File: config.mk
export PLATFORM = sky130hd
export DESIGN_NAME = fps_ram
export DESIGN_NICKNAME = d
export VERILOG_FILES = /design/src/rtl/core/fuzzy_point_snapper_top_macros.svh /design/src/rtl/core/fps_ram.sv
export SDC_FILE = /design/constraint.sdc
export NUM_CORES = 1
export LEC_CHECK = 0
export BUFFER_PORTS_ARGS = -buffer_cell sky130_fd_sc_hd__buf_2
export CORE_ASPECT_RATIO = 0.75
export CORE_UTILIZATION = 25
export CTS_CLUSTER_DIAMETER = 60
export DETAILED_ROUTE_END_ITERATION = 16
export PLACE_DENSITY = 0.42
export RECOVER_POWER = 50
export SLEW_MARGIN = 20
export SYNTH_ARGS = -nofsm -noshare
export SYNTH_HDL_FRONTEND = slang
export SYNTH_SLANG_ARGS = --single-unit
File: constraint.sdc
create_clock -name clock -period 2.05 [get_ports clock]
set_input_delay 0.1025 -clock clock [delete_from_list [all_inputs] [get_ports clock]]
set_output_delay 0.1025 -clock clock [all_outputs]
set_load 0.005 [all_outputs]
File: src/rtl/core/fuzzy_point_snapper_top_macros.svh
// assertion macros for the fuzzy point snapper
// needs signals clock and reset in the scope that uses them
`ifndef FUZZY_POINT_SNAPPER_TOP_MACROS_SVH
`define FUZZY_POINT_SNAPPER_TOP_MACROS_SVH

`ifndef SYNTH

// condition implies consequence in the same cycle
`define FPS_ASSERT_IMP(lbl, ante, cons) \
   lbl: assert property (@(posedge clock) disable iff (reset) (ante) |-> (cons)) \
      else $error("fps assertion failed");

// condition implies consequence in the next cycle
`define FPS_ASSERT_NXT(lbl, ante, cons) \
   lbl: assert property (@(posedge clock) disable iff (reset) (ante) |=> (cons)) \
      else $error("fps assertion failed");

`else

`define FPS_ASSERT_IMP(lbl, ante, cons)
`define FPS_ASSERT_NXT(lbl, ante, cons)

`endif

`endif

File: src/rtl/core/fps_ram.sv
// generic simple dual-port ram, one write and one registered read per cycle
// no dependencies
module fps_ram #(
   parameter int WIDTH = 8,
   parameter int DEPTH = 16,
   localparam int ADDR_W = (DEPTH > 1) ? $clog2(DEPTH) : 1
) (
   input  logic              clock,
   input  logic              wr_en,
   input  logic [ADDR_W-1:0] wr_addr,
   input  logic [WIDTH-1:0]  wr_data,
   input  logic [ADDR_W-1:0] rd_addr,
   output logic [WIDTH-1:0]  rd_data
);

   logic [WIDTH-1:0] mem_ff [DEPTH];
   logic [WIDTH-1:0] rd_data_ff;

   // write port
   always_ff @(posedge clock) begin
      if (wr_en) begin
         mem_ff[wr_addr] <= wr_data;
      end
   end

   // registered read port
   always_ff @(posedge clock) begin
      rd_data_ff <= mem_ff[rd_addr];
   end

   assign rd_data = rd_data_ff;

endmodule

==> results.md <==
* Seq/Total Area, Yosys at between 70% and 80%
* Final nets at 305
* DRT Pass-1 Iters at 4
* Vias in the first global route at 2,482
* Unique masters post-synth at 19
* Commonest non-fill, non-tap cell in the layout: edfxtp_1
* Crit path cell chain: mux4_1 -> a22oi_1 -> nand2_1
* 1st-iter DRT viols at 261
* Cells on worst reg2reg path at 3
* Max Freq at 694 MHz
* Die area at approximately 21,000 sq um
* Crit-path slowest cell: mux4_1
* Dominant cells by area after synthesis: edfxtp_1, mux4_2, mux4_1
* Cell Rows at between 40 and 50
* Non-filler cells in the finished layout at between 500 and 600
* PD cells at 1030 nW/um^2
* Die height at ~130 um
* Post-synthesis net count at about 250
* Slew headroom at between 40% and 50%
* Share of layout cells above drive strength 1 at between 20% and 30%
* Post-CTS sizing at 0
* Fin crit period at around 1.4 ns
* Period utilization at roughly 70%
* Max clock buf depth at 2
* Register area at between 4000 and 5000 sq um
* Top Usage Layer GRT: met1
* # clock sinks at approximately 140
* Synthesis-to-finish area growth at 22.1%
* Status: finished clean
* Reg clk slew, reported paths at approximately 0.05 ns
* CTS tree: yes
* Syn Std Cell Area at between 5000 and 6000 sq um
* Beginning of the critical path: mem_ff[1][5]$_DFFE_PP_
* Final Max Slew Viols at 0
* Met1 Resource Use GR at 17.7%
* Final ANT Viol Nets at 0
* Met3 GRT Util at under 10%
* Pin count of the biggest net entering global routing at 33
* Core Area at around 20,000 sq um
* Clk root buf: clkbuf_16
* WS Path Type: flip-flop to flip-flop
* CP Launch Type: flip-flop
* Critical path buffer and inverter count at 0
* Tightest Hold Check Type: primary input to flip-flop
* Mean Syn Cell Area at around 22 sq um
* Post-layout util at between 30% and 40%
* Seq cells post-synth at around 140
* Total CTS buffers at 17
* M2 GR Usage at 15.7%
* Routed WL at ~12,000 um
* Die width at 168 um
* Stages on the worst setup path at 3
* FF-to-FF Start: mem_ff[1][5]$_DFFE_PP_
* Synth area leader: edfxtp_1
* RSZ-0062 raised after global routing: false
* DRC viols at 0
* Area share of the largest cell type after synthesis at 74.7%
* DP HPWL at 7470 um
* Wirelength per Cell at 20.6 um
* Max-cap violations at 0
* Worst Setup EP: rd_data[5]$_DFF_P_
* Max IR drop VDD at slightly below 0.5 mV
* H-tree Lvls at 4
* Reg2reg end: rd_data[5]$_DFF_P_
* Synth warn at 0
* # fillers at about 1.9k
* Pleak at between 2 and 2.5 nW
* Slowest stage delay, CP at between 0.5 and 0.6 ns
* Setup Skew at between 0.01 and 0.015 ns
* Placer Congestion at a little over 0.7
* CP endpoint kind: flip-flop
* Synth Instances at about 230
* DR vias/cell at approximately 4.4
* Number of top-level pins at 26
* Worst-margin pin slew at roughly 0.85 ns
* Area occupied by multi-input gates at 1060 sq um
* WP data required at between 2 and 2.5 ns
* Clk_lat worst skew at just over 0.4 ns
* Starting density of the core at roughly a quarter
* Commonest cells after routing, fill and taps aside: edfxtp_1, buf_4, mux4_2
* Final setup fails at 0
* Critical path arrival at about 1.7 ns
* CP Max Fanout at 1
* Setup TNS at 0 ns
* First-pass GRT wire length at 17,100 um
* Diodes inserted at 0
* Routed vias at about 2.4k
* FF-to-FF setup slack at just over 0.6 ns
* Final Hold Viols at 0
* Gr usage total at 11.6%
* Largest delay share family, worst path: multiplexers
* GRT overflow at 0
* Post-CTS Setup Inserts at 0
* Buffers on Ports at 25
* Placed Cells at approximately 530
* Initial antenna violation count at 0
* Post-CTS Hold Buffers at 0
==> synthesized netlist by cell type <==
cell type        number
buf_4                 1
buf_6                 3
nand2b_1              2
dfxtp_1               8
nand2_1               9
nor3_1                4
mux4_2               18
buf_2                 3
nor2b_1               1
nand3b_1              2
and2_1                1
or3b_2                1
nor2_1               13
clkdlybuf4s25_2       3
edfxtp_1            128
and2b_1               1
a22oi_1              16
mux4_1               14
nand3_1               1
==> layer usage <==
metal	vias to the layer above	part of all wire, %	routed length (um)
li1	1093	-	-
met1	1290	51	5880
met2	54	43	4960
met3	8	5.5	629
met4	0	0.42	48
met5	-	0	0
==> report_power, final <==
| group | switching (mW) | total [mW] | internal (mW) |
|---|---|---|---|
| sequential | 0.0215 | 3.13 | 3.11 |
| clock | 1.08 | 3.04 | 1.97 |
| combinational | 0.175 | 0.301 | 0.125 |
| total | 1.27 | 6.48 | 5.20 |
==> kinds of logic after synthesis <==
logic type / after synthesis / synth area share, %
DFF: 136 / 77.8
and+or+nand+nor: 35 / 3.18
muxes: 32 / 15.0
AOI/OAI and AO/OA: 16 / 2.33
buffers and inverters: 10 / 1.68
==> sequential cells by signal, indices dropped and copies added, names as in the netlist <==
register	cells
mem_ff	128
rd_data	8
==> through the flow <==
| step | hold slack [ns] | setup WS (ns) | instance area [sq um] | total power, mW |
|---|---|---|---|---|
| 2_1_floorplan | 0.201 | 0.455 | 5150 | 3.34 |
| 3_3_place_gp | 0.482 | 0.320 | 5710 | 3.50 |
| 3_5_place_dp | 0.484 | 0.366 | 5710 | 3.50 |
| 4_1_cts | 0.0846 | 0.602 | 6300 | 6.54 |
| 5_1_grt | 0.235 | 0.543 | 6290 | 6.69 |
| 6_report | 0.239 | 0.609 | 6290 | 6.48 |
==> area by class of cell <==
| class | count | area share, % |
|---|---|---|
| multi-input cells | 83 | 16.8 |
| clock buffers | 23 | 7.44 |
| flip-flops and latches | 136 | 63.7 |
| well taps | 258 | 5.14 |
| clock inverters | 9 | 1.95 |
| repair buffers | 49 | 4.96 |
==> worst register-to-register path, stage by stage, from the launching register on <==
cell and delay (ns):
edfxtp_1 0.36, mux4_1 0.54, a22oi_1 0.32, nand2_1 0.10
==> how the worst min path moves through the flow <==
stage                         endpoint  slack, ns               start  cells past startpoint
2_1_floorplan   mem_ff[0][0]$_DFFE_PP_       0.20          wr_data[0]                      0
3_3_place_gp                rd_data[0]       0.48  rd_data[0]$_DFF_P_                      1
3_5_place_dp                rd_data[3]       0.48  rd_data[3]$_DFF_P_                      1
4_1_cts        mem_ff[12][3]$_DFFE_PP_       0.08          wr_data[3]                      1
5_1_grt         mem_ff[0][2]$_DFFE_PP_       0.24          wr_addr[0]                      3
6_report        mem_ff[0][2]$_DFFE_PP_       0.24          wr_addr[0]                      3
(Power assumes the default switching activity.)
